==> src/hdl/jct_pkg.sv <==
// Shared types and constants of the job completion tracker.
`default_nettype none

package jct_pkg;

  localparam int unsigned JobW       = 31;
  localparam int unsigned PortW      = 16;
  localparam int unsigned NumPorts   = 3;
  localparam int unsigned QueueDepth = 2;

  localparam logic [1:0] DoneMax = 2'd3;

  typedef enum logic [1:0] {
    KIND_DEPLOY = 2'd0,
    KIND_STATUS = 2'd1,
    KIND_FETCH  = 2'd2,
    KIND_DONE   = 2'd3
  } kind_e;

  typedef enum logic [2:0] {
    OP_DEPLOY   = 3'd0,
    OP_BAD_REPS = 3'd1,
    OP_STATUS   = 3'd2,
    OP_FETCH    = 3'd3,
    OP_DONE     = 3'd4
  } op_e;

  typedef enum logic [2:0] {
    STAT_DEPLOYED   = 3'd0,
    STAT_COMPLETED  = 3'd1,
    STAT_RUNNING    = 3'd2,
    STAT_NOT_FOUND  = 3'd3,
    STAT_TABLE_FULL = 3'd4,
    STAT_BAD_REPS   = 3'd5
  } status_e;

  typedef enum logic [1:0] {
    CFG_PORT_ZERO = 2'd0,
    CFG_PORT_ONE  = 2'd1,
    CFG_PORT_TWO  = 2'd2
  } cfg_index_e;

  typedef enum logic [1:0] {
    ST_IDLE  = 2'd0,
    ST_SCAN  = 2'd1,
    ST_REPLY = 2'd2
  } eng_state_e;

  typedef logic [PortW-1:0] port_t;
  typedef port_t [NumPorts-1:0] port_set_t;

  typedef struct packed {
    op_e             op;
    logic [1:0]      reps;
    logic [JobW-1:0] job;
  } req_t;

  typedef struct packed {
    status_e         status;
    logic [JobW-1:0] job;
    logic [1:0]      count;
    port_set_t       ports;
  } result_t;

  typedef struct packed {
    logic [JobW-1:0] job;
    logic [1:0]      needed;
    logic [1:0]      done;
    port_set_t       ports;
  } slot_row_t;

endpackage

`default_nettype wire

==> src/hdl/jct_fifo.sv <==
// Small register-based queue used between the tracker stages.
`default_nettype none

module jct_fifo #(
  parameter int unsigned Width = 8,
  parameter int unsigned Depth = 2
) (
  input  wire logic             clk_i,
  input  wire logic             rst_ni,
  input  wire logic             push_i,
  input  wire logic [Width-1:0] data_i,
  output logic                  full_o,
  input  wire logic             pop_i,
  output logic [Width-1:0]      data_o,
  output logic                  empty_o
);

  localparam int unsigned PtrW = (Depth > 1) ? $clog2(Depth) : 1;
  localparam int unsigned CntW = $clog2(Depth + 1);

  logic [Width-1:0] mem_q [Depth];
  logic [PtrW-1:0]  wptr_q, wptr_d, rptr_q, rptr_d;
  logic [CntW-1:0]  cnt_q, cnt_d;
  logic             do_push, do_pop;

  assign full_o  = (cnt_q == CntW'(Depth));
  assign empty_o = (cnt_q == '0);
  assign do_push = push_i && !full_o;
  assign do_pop  = pop_i && !empty_o;
  assign data_o  = mem_q[rptr_q];

  always_comb begin
    wptr_d = wptr_q;
    rptr_d = rptr_q;
    cnt_d  = cnt_q;
    if (do_push) begin
      wptr_d = (wptr_q == PtrW'(Depth - 1)) ? '0 : wptr_q + PtrW'(1);
    end
    if (do_pop) begin
      rptr_d = (rptr_q == PtrW'(Depth - 1)) ? '0 : rptr_q + PtrW'(1);
    end
    if (do_push && !do_pop) begin
      cnt_d = cnt_q + CntW'(1);
    end else if (!do_push && do_pop) begin
      cnt_d = cnt_q - CntW'(1);
    end
  end

  always_ff @(posedge clk_i or negedge rst_ni) begin
    if (!rst_ni) begin
      wptr_q <= '0;
      rptr_q <= '0;
      cnt_q  <= '0;
    end else begin
      wptr_q <= wptr_d;
      rptr_q <= rptr_d;
      cnt_q  <= cnt_d;
    end
  end

  always_ff @(posedge clk_i) begin
    if (do_push) begin
      mem_q[wptr_q] <= data_i;
    end
  end

endmodule

`default_nettype wire

==> src/hdl/jct_front.sv <==
// Front end: accepts requests, classifies them and queues them for the engine.
`default_nettype none

module jct_front #(
  parameter int unsigned WORKERS = 3
) (
  input  wire logic                        clk_i,
  input  wire logic                        rst_ni,
  input  wire logic                        push_i,
  input  wire logic [1:0]                  kind_i,
  input  wire logic [1:0]                  replicas_i,
  input  wire logic [jct_pkg::JobW-1:0]    job_ref_i,
  output logic                             full_o,
  input  wire logic                        req_pop_i,
  output logic                             req_valid_o,
  output jct_pkg::req_t                    req_o
);

  import jct_pkg::*;

  req_t                    req_in;
  logic [$bits(req_t)-1:0] q_data;
  logic                    q_empty;

  // A deploy with a replica count outside one to WORKERS is marked here so
  // that the engine answers it without touching the table.
  always_comb begin
    req_in.reps = replicas_i;
    req_in.job  = job_ref_i;
    req_in.op   = OP_DEPLOY;
    unique case (kind_i)
      KIND_DEPLOY: begin
        if (replicas_i == 2'd0 || replicas_i > 2'(WORKERS)) begin
          req_in.op = OP_BAD_REPS;
        end else begin
          req_in.op = OP_DEPLOY;
        end
      end
      KIND_STATUS: req_in.op = OP_STATUS;
      KIND_FETCH:  req_in.op = OP_FETCH;
      KIND_DONE:   req_in.op = OP_DONE;
      default:     req_in.op = OP_DEPLOY;
    endcase
  end

  jct_fifo #(
    .Width ($bits(req_t)),
    .Depth (QueueDepth)
  ) u_req_fifo (
    .clk_i   (clk_i),
    .rst_ni  (rst_ni),
    .push_i  (push_i),
    .data_i  (req_in),
    .full_o  (full_o),
    .pop_i   (req_pop_i),
    .data_o  (q_data),
    .empty_o (q_empty)
  );

  assign req_valid_o = !q_empty;
  assign req_o       = req_t'(q_data);

endmodule

`default_nettype wire

==> src/hdl/jct_back.sv <==
// Back end: scans the job table and carries out one request at a time.
`default_nettype none

module jct_back #(
  parameter int unsigned TABLE_DEPTH = 16,
  parameter int unsigned WORKERS     = 3
) (
  input  wire logic                clk_i,
  input  wire logic                rst_ni,
  input  wire logic                req_valid_i,
  input  wire jct_pkg::req_t       req_i,
  output logic                     req_pop_o,
  input  wire jct_pkg::port_set_t  worker_ports_i,
  input  wire logic                res_full_i,
  output logic                     res_push_o,
  output jct_pkg::result_t         res_o
);

  import jct_pkg::*;

  localparam int unsigned SlotW = (TABLE_DEPTH > 1) ? $clog2(TABLE_DEPTH) : 1;
  localparam int unsigned IdxW  = $clog2(TABLE_DEPTH + 1);

  eng_state_e             state_q, state_d;
  req_t                   req_q, req_d;
  result_t                res_q, res_d;
  logic [IdxW-1:0]        idx_q, idx_d;
  logic                   cmp_vld_q, cmp_vld_d;
  logic [SlotW-1:0]       cmp_idx_q, cmp_idx_d;
  logic [1:0]             rr_q, rr_d;
  logic [JobW-1:0]        next_job_q, next_job_d;
  logic [TABLE_DEPTH-1:0] used_q;

  slot_row_t              mem_q [TABLE_DEPTH];
  slot_row_t              rd_q;
  slot_row_t              wr_row;
  logic [SlotW-1:0]       wr_addr;
  logic                   wr_en, rd_en;
  logic                   used_we, used_wval;

  logic [SlotW-1:0]       idx_slot;
  logic                   issue_left, is_deploy, slot_free, at_last;
  logic                   hit, last_cmp, scan_done, job_complete;
  port_set_t              new_ports;
  logic [1:0]             rr_ptr;

  assign idx_slot     = idx_q[SlotW-1:0];
  assign issue_left   = (idx_q < IdxW'(TABLE_DEPTH));
  assign is_deploy    = (req_q.op == OP_DEPLOY);
  assign slot_free    = !used_q[idx_slot];
  assign at_last      = (idx_slot == SlotW'(TABLE_DEPTH - 1));
  assign hit          = cmp_vld_q && used_q[cmp_idx_q] && (rd_q.job == req_q.job);
  assign last_cmp     = cmp_vld_q && (cmp_idx_q == SlotW'(TABLE_DEPTH - 1));
  assign job_complete = (rd_q.done == rd_q.needed);
  assign scan_done    = is_deploy ? (slot_free || at_last) : (hit || last_cmp);

  // Round-robin hand-out of worker ports for a deploy.
  always_comb begin
    rr_ptr = rr_q;
    for (int k = 0; k < NumPorts; k++) begin
      if (2'(k) < req_q.reps) begin
        new_ports[k] = worker_ports_i[rr_ptr];
        rr_ptr = (rr_ptr == 2'(WORKERS - 1)) ? 2'd0 : rr_ptr + 2'd1;
      end else begin
        new_ports[k] = '0;
      end
    end
  end

  always_comb begin
    state_d = state_q;
    unique case (state_q)
      ST_IDLE: begin
        if (req_valid_i) begin
          state_d = (req_i.op == OP_BAD_REPS) ? ST_REPLY : ST_SCAN;
        end
      end
      ST_SCAN: begin
        if (scan_done) begin
          state_d = (req_q.op == OP_DONE) ? ST_IDLE : ST_REPLY;
        end
      end
      ST_REPLY: begin
        if (!res_full_i) begin
          state_d = ST_IDLE;
        end
      end
      default: state_d = ST_IDLE;
    endcase
  end

  always_comb begin
    req_pop_o  = 1'b0;
    res_push_o = 1'b0;
    req_d      = req_q;
    res_d      = res_q;
    idx_d      = idx_q;
    cmp_vld_d  = 1'b0;
    cmp_idx_d  = cmp_idx_q;
    rr_d       = rr_q;
    next_job_d = next_job_q;
    rd_en      = 1'b0;
    wr_en      = 1'b0;
    wr_addr    = cmp_idx_q;
    wr_row     = rd_q;
    used_we    = 1'b0;
    used_wval  = 1'b0;
    unique case (state_q)
      ST_IDLE: begin
        req_pop_o = req_valid_i;
        if (req_valid_i) begin
          req_d        = req_i;
          idx_d        = '0;
          res_d.status = STAT_BAD_REPS;
          res_d.job    = '0;
          res_d.count  = '0;
          res_d.ports  = '0;
        end
      end
      ST_SCAN: begin
        res_d.job   = req_q.job;
        res_d.count = '0;
        res_d.ports = '0;
        if (is_deploy) begin
          if (slot_free) begin
            wr_en         = 1'b1;
            wr_addr       = idx_slot;
            wr_row.job    = next_job_q;
            wr_row.needed = req_q.reps;
            wr_row.done   = '0;
            wr_row.ports  = new_ports;
            used_we       = 1'b1;
            used_wval     = 1'b1;
            rr_d          = rr_ptr;
            next_job_d    = next_job_q + JobW'(1);
            res_d.status  = STAT_DEPLOYED;
            res_d.job     = next_job_q;
            res_d.count   = req_q.reps;
            res_d.ports   = new_ports;
          end else if (at_last) begin
            res_d.status = STAT_TABLE_FULL;
            res_d.job    = '0;
          end else begin
            idx_d = idx_q + IdxW'(1);
          end
        end else if (hit) begin
          res_d.status = job_complete ? STAT_COMPLETED : STAT_RUNNING;
          case (req_q.op)
            OP_DONE: begin
              if (rd_q.done != DoneMax) begin
                wr_en       = 1'b1;
                wr_row.done = rd_q.done + 2'd1;
              end
            end
            OP_FETCH: begin
              if (job_complete) begin
                res_d.count = rd_q.needed;
                res_d.ports = rd_q.ports;
                used_we     = 1'b1;
                used_wval   = 1'b0;
              end
            end
            default: ;
          endcase
        end else if (last_cmp) begin
          res_d.status = STAT_NOT_FOUND;
        end else if (issue_left) begin
          rd_en     = 1'b1;
          cmp_vld_d = 1'b1;
          cmp_idx_d = idx_slot;
          idx_d     = idx_q + IdxW'(1);
        end
      end
      ST_REPLY: begin
        res_push_o = !res_full_i;
      end
      default: ;
    endcase
  end

  always_ff @(posedge clk_i or negedge rst_ni) begin
    if (!rst_ni) begin
      state_q    <= ST_IDLE;
      idx_q      <= '0;
      cmp_vld_q  <= 1'b0;
      cmp_idx_q  <= '0;
      rr_q       <= '0;
      next_job_q <= '0;
      used_q     <= '0;
    end else begin
      state_q    <= state_d;
      idx_q      <= idx_d;
      cmp_vld_q  <= cmp_vld_d;
      cmp_idx_q  <= cmp_idx_d;
      rr_q       <= rr_d;
      next_job_q <= next_job_d;
      if (used_we) begin
        used_q[wr_addr] <= used_wval;
      end
    end
  end

  always_ff @(posedge clk_i) begin
    req_q <= req_d;
    res_q <= res_d;
  end

  // Slot table: one write and one registered read per cycle.
  always_ff @(posedge clk_i) begin
    if (wr_en) begin
      mem_q[wr_addr] <= wr_row;
    end
    if (rd_en) begin
      rd_q <= mem_q[idx_slot];
    end
  end

  assign res_o = res_q;

  a_rr_in_range: assert property (@(posedge clk_i) disable iff (!rst_ni)
    rr_q < 2'(WORKERS))
    else $error("round-robin pointer past the last worker");

  a_alloc_sets_used: assert property (@(posedge clk_i) disable iff (!rst_ni)
    (used_we && used_wval) |=> used_q[$past(wr_addr)])
    else $error("allocated slot not marked used");

  a_job_counter_step: assert property (@(posedge clk_i) disable iff (!rst_ni)
    (next_job_q == $past(next_job_q)) || (next_job_q == $past(next_job_q) + JobW'(1)))
    else $error("job counter moved by more than one");

  a_no_compare_idle: assert property (@(posedge clk_i) disable iff (!rst_ni)
    (state_q == ST_IDLE) |-> !cmp_vld_q)
    else $error("table compare pending while idle");

endmodule

`default_nettype wire

==> src/hdl/job_completion_tracker_core.sv <==
// Top level of the job completion tracker: configuration, front end, engine, result queue.
//
// Usage. Requests enter through a queue-like port: a request is taken at a
// rising edge where push is high and full is low. Each request carries kind_i
// (deploy, status, results fetch, worker completion), replicas_i and job_ref_i.
// Results leave through a second queue-like port: while empty is low the oldest
// result sits on status_code_o, job_number_o, port_count_o and port_a/b/c_o,
// and it is taken at an edge where pop is high. Worker completions give no result.
// The three worker service ports are written over the cfg channel (valid/ready,
// always ready); an index of three is ignored. Write them only while idle.
// Flow: a request waits in a two-entry front queue, then the engine takes it,
// scans the slot table one entry per cycle and hands the result to the
// two-entry result queue. The engine carries out one request at a time, so
// the scan of the slot table sets the throughput. Reset empties the table
// and both queues, zeroes the worker ports, the round-robin pointer and the
// job counter. If the receiver stops popping, the result queue fills, the
// engine holds its answer, and full rises once the front queue is full as
// well; nothing is dropped.
`default_nettype none

module job_completion_tracker_core #(
  parameter int unsigned TABLE_DEPTH = 16,
  parameter int unsigned WORKERS     = 3
) (
  input  wire logic                     clk_i,
  input  wire logic                     rst_ni,
  input  wire logic                     push,
  output logic                          full,
  input  wire logic [1:0]               kind_i,
  input  wire logic [1:0]               replicas_i,
  input  wire logic [jct_pkg::JobW-1:0] job_ref_i,
  input  wire logic                     pop,
  output logic                          empty,
  output logic [2:0]                    status_code_o,
  output logic [jct_pkg::JobW-1:0]      job_number_o,
  output logic [1:0]                    port_count_o,
  output logic [jct_pkg::PortW-1:0]     port_a_o,
  output logic [jct_pkg::PortW-1:0]     port_b_o,
  output logic [jct_pkg::PortW-1:0]     port_c_o,
  input  wire logic                     cfg_valid_i,
  output logic                          cfg_ready_o,
  input  wire logic [1:0]               cfg_index_i,
  input  wire logic [jct_pkg::PortW-1:0] cfg_data_i
);

  import jct_pkg::*;

  port_set_t                  worker_port_q;
  req_t                       req;
  logic                       req_valid, req_pop;
  result_t                    res_in, res_out;
  logic                       res_push, res_full;
  logic [$bits(result_t)-1:0] res_q_data;

  // The configuration channel never stalls.
  assign cfg_ready_o = 1'b1;

  always_ff @(posedge clk_i or negedge rst_ni) begin
    if (!rst_ni) begin
      worker_port_q <= '0;
    end else if (cfg_valid_i) begin
      unique case (cfg_index_i)
        CFG_PORT_ZERO: worker_port_q[0] <= cfg_data_i;
        CFG_PORT_ONE:  worker_port_q[1] <= cfg_data_i;
        CFG_PORT_TWO:  worker_port_q[2] <= cfg_data_i;
        default: ;
      endcase
    end
  end

  // Front end: request queue and classification of each request.
  jct_front #(
    .WORKERS (WORKERS)
  ) u_front (
    .clk_i       (clk_i),
    .rst_ni      (rst_ni),
    .push_i      (push),
    .kind_i      (kind_i),
    .replicas_i  (replicas_i),
    .job_ref_i   (job_ref_i),
    .full_o      (full),
    .req_pop_i   (req_pop),
    .req_valid_o (req_valid),
    .req_o       (req)
  );

  // Engine: walks the slot table and updates it.
  jct_back #(
    .TABLE_DEPTH (TABLE_DEPTH),
    .WORKERS     (WORKERS)
  ) u_back (
    .clk_i          (clk_i),
    .rst_ni         (rst_ni),
    .req_valid_i    (req_valid),
    .req_i          (req),
    .req_pop_o      (req_pop),
    .worker_ports_i (worker_port_q),
    .res_full_i     (res_full),
    .res_push_o     (res_push),
    .res_o          (res_in)
  );

  // Result queue decouples the engine from a stalled receiver.
  jct_fifo #(
    .Width ($bits(result_t)),
    .Depth (QueueDepth)
  ) u_res_fifo (
    .clk_i   (clk_i),
    .rst_ni  (rst_ni),
    .push_i  (res_push),
    .data_i  (res_in),
    .full_o  (res_full),
    .pop_i   (pop),
    .data_o  (res_q_data),
    .empty_o (empty)
  );

  assign res_out       = result_t'(res_q_data);
  assign status_code_o = res_out.status;
  assign job_number_o  = res_out.job;
  assign port_count_o  = res_out.count;
  assign port_a_o      = res_out.ports[0];
  assign port_b_o      = res_out.ports[1];
  assign port_c_o      = res_out.ports[2];

endmodule

`default_nettype wire
==> config.mk <==
export PLATFORM = sky130hd
export DESIGN_NAME = job_completion_tracker_core
export DESIGN_NICKNAME = d
export VERILOG_FILES = /design/src/hdl/jct_pkg.sv /design/src/hdl/jct_fifo.sv /design/src/hdl/jct_front.sv /design/src/hdl/jct_back.sv /design/src/hdl/job_completion_tracker_core.sv
export SDC_FILE = /design/constraint.sdc
export NUM_CORES = 2
export LEC_CHECK = 0
export BUFFER_PORTS_ARGS = -buffer_cell sky130_fd_sc_hd__buf_2
export CORE_MARGIN = 2
export CORE_UTILIZATION = 30
export DETAILED_ROUTE_END_ITERATION = 16
export MAX_ROUTING_LAYER = met4
export SYNTH_ARGS = -nofsm -noshare
export SYNTH_HDL_FRONTEND = slang
export SYNTH_SLANG_ARGS = --single-unit
==> constraint.sdc <==
create_clock -name clk_i -period 9.2 [get_ports clk_i]
set_input_delay 1.84 -clock clk_i [delete_from_list [all_inputs] [get_ports clk_i]]
set_output_delay 1.84 -clock clk_i [all_outputs]
set_load 0.005 [all_outputs]
## Yosys cells after proc, flatten, opt, wreduce, memory -nomap -nowiden

Memory sizes are Yosys's and may differ from the RTL's. A register that Yosys moved wholly into a read port is not among the register bits.
Index checks and enable logic that the tools add are counted.
Widths: inputs -> output; s select.

| word-level totals | value |
|---|---|
| word-level logic and storage cells | 231 |
| register bits | 237 |
| memories kept | 3 |
| RAM bits | 1568 |
| output and inout port bits | 87 |

| operators by class | value |
|---|---|
| equal/unequal tests | 30 |
| add/sub/neg operators | 14 |
| reductions and logical operators | 44 |
| order comparisons | 12 |
| muxes and demuxes | 98 |
| bitwise operators | 5 |

Memory list:

| memory | words | bits a word | read ports | clocked after memory_dff | wr ports | line | RTL |
|---|---|---|---|---|---|---|---|
| u_back.mem_q | 16 | 83 | 1 | 1 | 1 | jct_back.sv:34 | `slot_row_t mem_q [TABLE_DEPTH];` |
| u_res_fifo.mem_q | 2 | 84 | 1 | 0 | 1 | jct_fifo.sv:21 | `logic [Width-1:0] mem_q [Depth];` |
| u_front.u_req_fifo.mem_q | 2 | 36 | 1 | 0 | 1 | jct_fifo.sv:21 |  |

Operator list:

| cell | number |
|---|---|
| $mux 50 | 5 |
| $pmux 84 s2 | 1 |
| $mux 83 | 2 |
| $bmux 16 s2 | 3 |
| $mux 16 | 6 |
| $mux 84 | 1 |
| $mux 34 | 2 |
| $mux 48 | 1 |
| $mux 2 | 20 |
| $mux 1 | 35 |
| $mux 5 | 7 |
| $mux 33 | 1 |
| $add 31x1->31 const B | 1 |
| $eq 31x31->1 | 1 |
| $mux 31 | 1 |
| $eq 2x2->1 const B | 9 |
| $bwmux 16 | 1 |
| $lt 4x5->1 const B | 3 |
| $add 2x1->2 const B | 6 |
| $logic_and 1x1->1 | 12 |
| $logic_not 2->1 | 6 |
| $mux 4 | 3 |
| $pmux 3 s4 | 1 |
| $pmux 5 s2 | 1 |
| 36 further kinds | 74 |

## Depth between registers and ports, before layout

| depth | value |
|---|---|
| depth in word-level cells | 12 |
| mapped depth | 11 |
| mapped depth without buffers | 7 |

## Hierarchy

Synthesis repeated with hierarchy kept, for this count alone.

| second synthesis, totals | value |
|---|---|
| cell total of the unflattened synthesis | 3503 |
| area total of the unflattened synthesis | 73386.6 µm² |

By module, submodules not included:

| module | instances | cells each | area each (µm²) |
|---|---|---|---|
| jct_back | 1 | 2980 | 62282.2 |
| jct_fifo (u_res_fifo) | 1 | 280 | 6266.0 |
| jct_fifo (u_front.u_req_fifo) | 1 | 131 | 2944.1 |
| job_completion_tracker_core | 1 | 104 | 1826.8 |
| jct_front | 1 | 8 | 67.6 |

## Worst setup path before layout

No wires, ideal clock.

| timing | value |
|---|---|
| path type | register -> register |
| start point | reg u_back.idx_q[0] |
| end point | mem u_back.mem_q[15][0] (netlist bit) (enable) |
| required time | 8.654 ns |
| path slack | 2.715 ns |
| cell stages (with the launch flop) | 10 |
| buffers on the path | 3 |
| arrival | 5.939 ns |
| library setup time | 0.546 ns |
| cell sequence | dfrtp_1 -> buf_2 -> mux4_2 -> nor2_2 -> o22ai_2 -> or2_1 -> buf_6 -> buf_2 -> o31ai_2 -> a21boi_1 |

| between the ends | value |
|---|---|
| longest elaborated chain between the ends | 7 |

RTL lines:

| what | line | RTL |
|---|---|---|
| start, declared | jct_back.sv:27 | `logic [IdxW-1:0] idx_q, idx_d;` |
| start signal, assigned | jct_back.sv:192 | `idx_q <= idx_d;` |
| $bmux 1 s4 | jct_back.sv:50 | `assign slot_free = !used_q[idx_slot];` |
| $mux 1 (implied by the code) | jct_back.sv:50 |  |
| $mux 1 | jct_back.sv:125 | `if (slot_free) begin` |
| $mux 1 | jct_back.sv:124 | `if (is_deploy) begin` |
| $mux 1 | jct_back.sv:108 | `unique case (state_q)` |
| $mux 1 | jct_back.sv:210 | `if (wr_en) begin` |
| $mux 1 (implied by the code) | jct_back.sv:211 | `mem_q[wr_addr] <= wr_row;` |
| end, declared | jct_back.sv:34 |  |

Parallel ways exist; a longest one is shown, timed or not. The select of a mux whose other input is x is not followed.

## Worst setup path in the final report

| timing | value |
|---|---|
| start point | reg u_back.idx_q[3] |
| end point | mem u_back.mem_q[5][21] (netlist bit) (enable) |

The elaborated chain is that of the path after synthesis.

==> results.toml <==
[status]
status = "finished clean"

[routing]
routed_wl_mm = 168
viasPerCell = 4.87
drc = 0
vias = 34400
wire_per_inst_um = 23.7
drt_first_pass_iters = 6
first_iter_violations = 3608
final_antenna_net_count = 0

[sta]
setup_viol = 0
fin_setup_tns_ns = 0
fin_skew_ns = 0.0382
setup_ws_ns = 3.26
holdWs_ns = 0.437
fin_crit_ns = 5.94
maxSlewHeadroom_pct = 16.4
timing.final.max_slew_violations = 0
max_freq_mhz = 168
period_share_pct = 64.5
rsz0062_at_grt = "false"
hold_viol = 0
tightest_slew_ns = 1.24

[worst_hold_path]
hp-start = "u_back.res_o[72]"
hold_class = "reg -> reg"

[synth]
synth-edff-count = 1771
synth_common_cells = "1771 x edfxtp_1, 424 x mux4_2, 291 x nand2_1, 182 x mux2_2, 117 x dfrtp_1"
synthArstFlopShare_pct = 6.20
synthMostInstantiatedCell = "edfxtp_1"
synth_seq_cells = 1888
ys.flop_type = "edfxtp_1"
synth_area_leaders = "edfxtp_1 73%, mux4_2 13%, dfrtp_1 4.0%"
synth_area_sq_um = 73300
ys_warn_count = 0
yosys.area.top_type = "edfxtp_1"
yosys.area.top_type_share_pct = 72.6
ys_seq_area_share_pct = 76.6
syn_avg_cell_area_sq_um = 21.0
synth_cell_types = 70
netlist_instances = 3497
synth_nets = 3562

[worst_setup_path]
cp-start-kind = "register"
crit_required_ns = 9.60
critPathCaptureType = "register"
crit_arrival_ns = 6.34
reg2reg_from = "u_back.idx_q[3]"
cp_max_fo = 60
critPathKind = "reg -> reg"
cp-startpoint = "u_back.idx_q[3]"

[place]
post-place-ws_ns = 3.18
dp_cells = 6739
port_buffers = 143
gp_congestion = 0.859
dp_hpwl_mm = 104

[power_and_ir_drop]
power_frac_comb_pct = 24.0
peakVddDrop_mv = 0.223
power.share.switching_pct = 29.3
p_clk_share_pct = 28.0
seq_power_share_pct = 48.1
p_int_mw = 18.0
switching_power_mw = 7.47
leakage_nw = 26.9
powerDensity_nw_per_um2 = 305
finalPower_mw = 25.5

[clock_tree]
cts_tree = "yes"
cts_sinks = 1888
path_clk_slew_ns = 0.07
clk_latency_ns = 0.80
cts_root_buf = "clkbuf_16"
postCtsSetupBuffers = 0
cts_buffers = 170
cts_buffer_depth = 3
ctsHoldBuffers = 0
cts_resized = 0
htreeDepth = 4

[run]
max_cap_viol_count = 0

[die]
num_rows = 181
start_util_pct = 30.2
die_area_sq_um = 248000
die_y_um = 498
die_w_um = 498
core-area_sq_um = 243000
ios = 145

[grt]
grt-ovfl-total = 0
grt_usage_pct = 13.6
first_global_vias = 34700
grt_start_max_net_pins = 103
grt_pass1_wl_mm = 245
antenna_found_initial = 19

[finish]
drive_gt1_share_pct = 29.0
final_cells = 7058
final_nets = 3774
n_fill_cell = 22500
area_delta_synth_final_pct = 14.2
-- critical path: stages (launching register included) --
cell and delay (ns):
dfrtp_4 1.01, mux2_2 0.32, o221ai_1 0.23, o22ai_2 0.49, or2_4 0.50, buf_4 0.69
a31o_2 0.32, nand2_1 0.28, nor2_4 0.88, buf_4 0.71
-- registers in the layout, summed over array words and instances (netlist names) --
signal                     count
u_back.cmp_idx_q               4
u_res_fifo.mem_q             168
u_back.cmp_vld_q               1
u_back.next_job_q             31
worker_port_q                 48
u_back.req_q                  36
u_back.rd_q                   83
u_front.u_req_fifo.cnt_q       2
u_back.rr_q                    2
u_back.used_q                 16
u_back.res_o                  84
u_res_fifo.wptr_q              1
u_res_fifo.cnt_q               2
u_back.mem_q                1328
u_back.idx_q                   5
u_res_fifo.rptr_q              1
u_back.state_q                 2
u_front.u_req_fifo.mem_q      72
u_front.u_req_fifo.wptr_q      1
u_front.u_req_fifo.rptr_q      1
-- power by group through the flow --
stage	logic, mW	clock network, mW	registers, mW
3_5_place_dp	6.18	0	12.4
5_1_grt	6.60	7.61	12.4
3_3_place_gp	6.06	0	12.4
6_report	6.11	7.13	12.3
2_1_floorplan	4.22	0	12.1
4_1_cts	6.20	7.29	12.3
-- cell type report --
type	instances	area [sq um]	share of cell area, %
multi-input cells	1415	16500	19.8
clock inverters	95	1010	1.20
clock buffers	220	4610	5.51
well taps	3202	4010	4.79
diodes	4	10.0	0.0120
flip-flops and latches	1888	56100	67.1
repair buffers	216	1290	1.55
inverters	18	70.1	0.0837
-- cells in the final DEF (no fill, tap or decap), drive strengths merged, types with 3 or more instances in the layout --
master    count
mux2        188
nand3        25
xnor2        63
nand4        17
nand3b        3
clkinvlp      8
nor3b         4
mux2i        45
nor2b         9
or3           5
xor2         10
a21o         41
bufinv       16
diode         4
a31oi         7
edfxtp     1771
buf         216
dfrtp       117
clkinv       64
and3         19
nand2       291
nand2b        4
o22ai         3
a32o          4
clkbuf      220
o2bb2ai       3
mux4        424
a22oi         9
inv          25
a22o         36
nor2         83
nor4          3
o21ai        47
and2          8
a21oi        20
ha            7
nor3         10
-- cells by family (layout without fill, tap and decap cells) --
group	Yosys count	count (layout)	synth area share, %
flip-flops	1888	1888	76.6
AND/OR/NAND/NOR	486	486	2.89
XOR/XNOR	73	73	0.873
adder cells (fa/ha/maj)	7	7	0.120
AO/OA/AOI/OAI	191	191	1.87
buffers and inverters	194	549	1.10
multiplexers	657	657	16.6
other	1	5	0.00512
-- final timing paths --
kind | to | slack [ns] | depth (start not counted)
max reg2reg | u_back.mem_q[5][21] | 3.26 | 9
min reg2reg | u_res_fifo.mem_q[0][72] | 0.44 | 0
max | u_back.mem_q[5][21] | 3.26 | 9
min in group asynchronous | u_back.next_job_q[20] | 1.04 | 1
max in group asynchronous | worker_port_q[38] | 6.87 | 2
min | u_res_fifo.mem_q[0][72] | 0.44 | 0
-- through the flow --
stage          instance area, sq um  util [%]
2_1_floorplan                 73300         -
3_3_place_gp                  78000      32.1
3_5_place_dp                  78000      32.1
4_1_cts                       83700      34.4
5_1_grt                       83700      34.4
6_report                      83700      34.4
-- per-layer routing --
layer  track usage [%]  vias to the layer above  routed length, um
met4              3.48                        0               3390
li1                  -                    14700                  -
met1              19.6                    18300              76500
met2              20.4                     1168              77300
met3              1.94                      205              10500
met5                 -                        -                  0
Note: power is estimated with default switching activity, not from simulation.
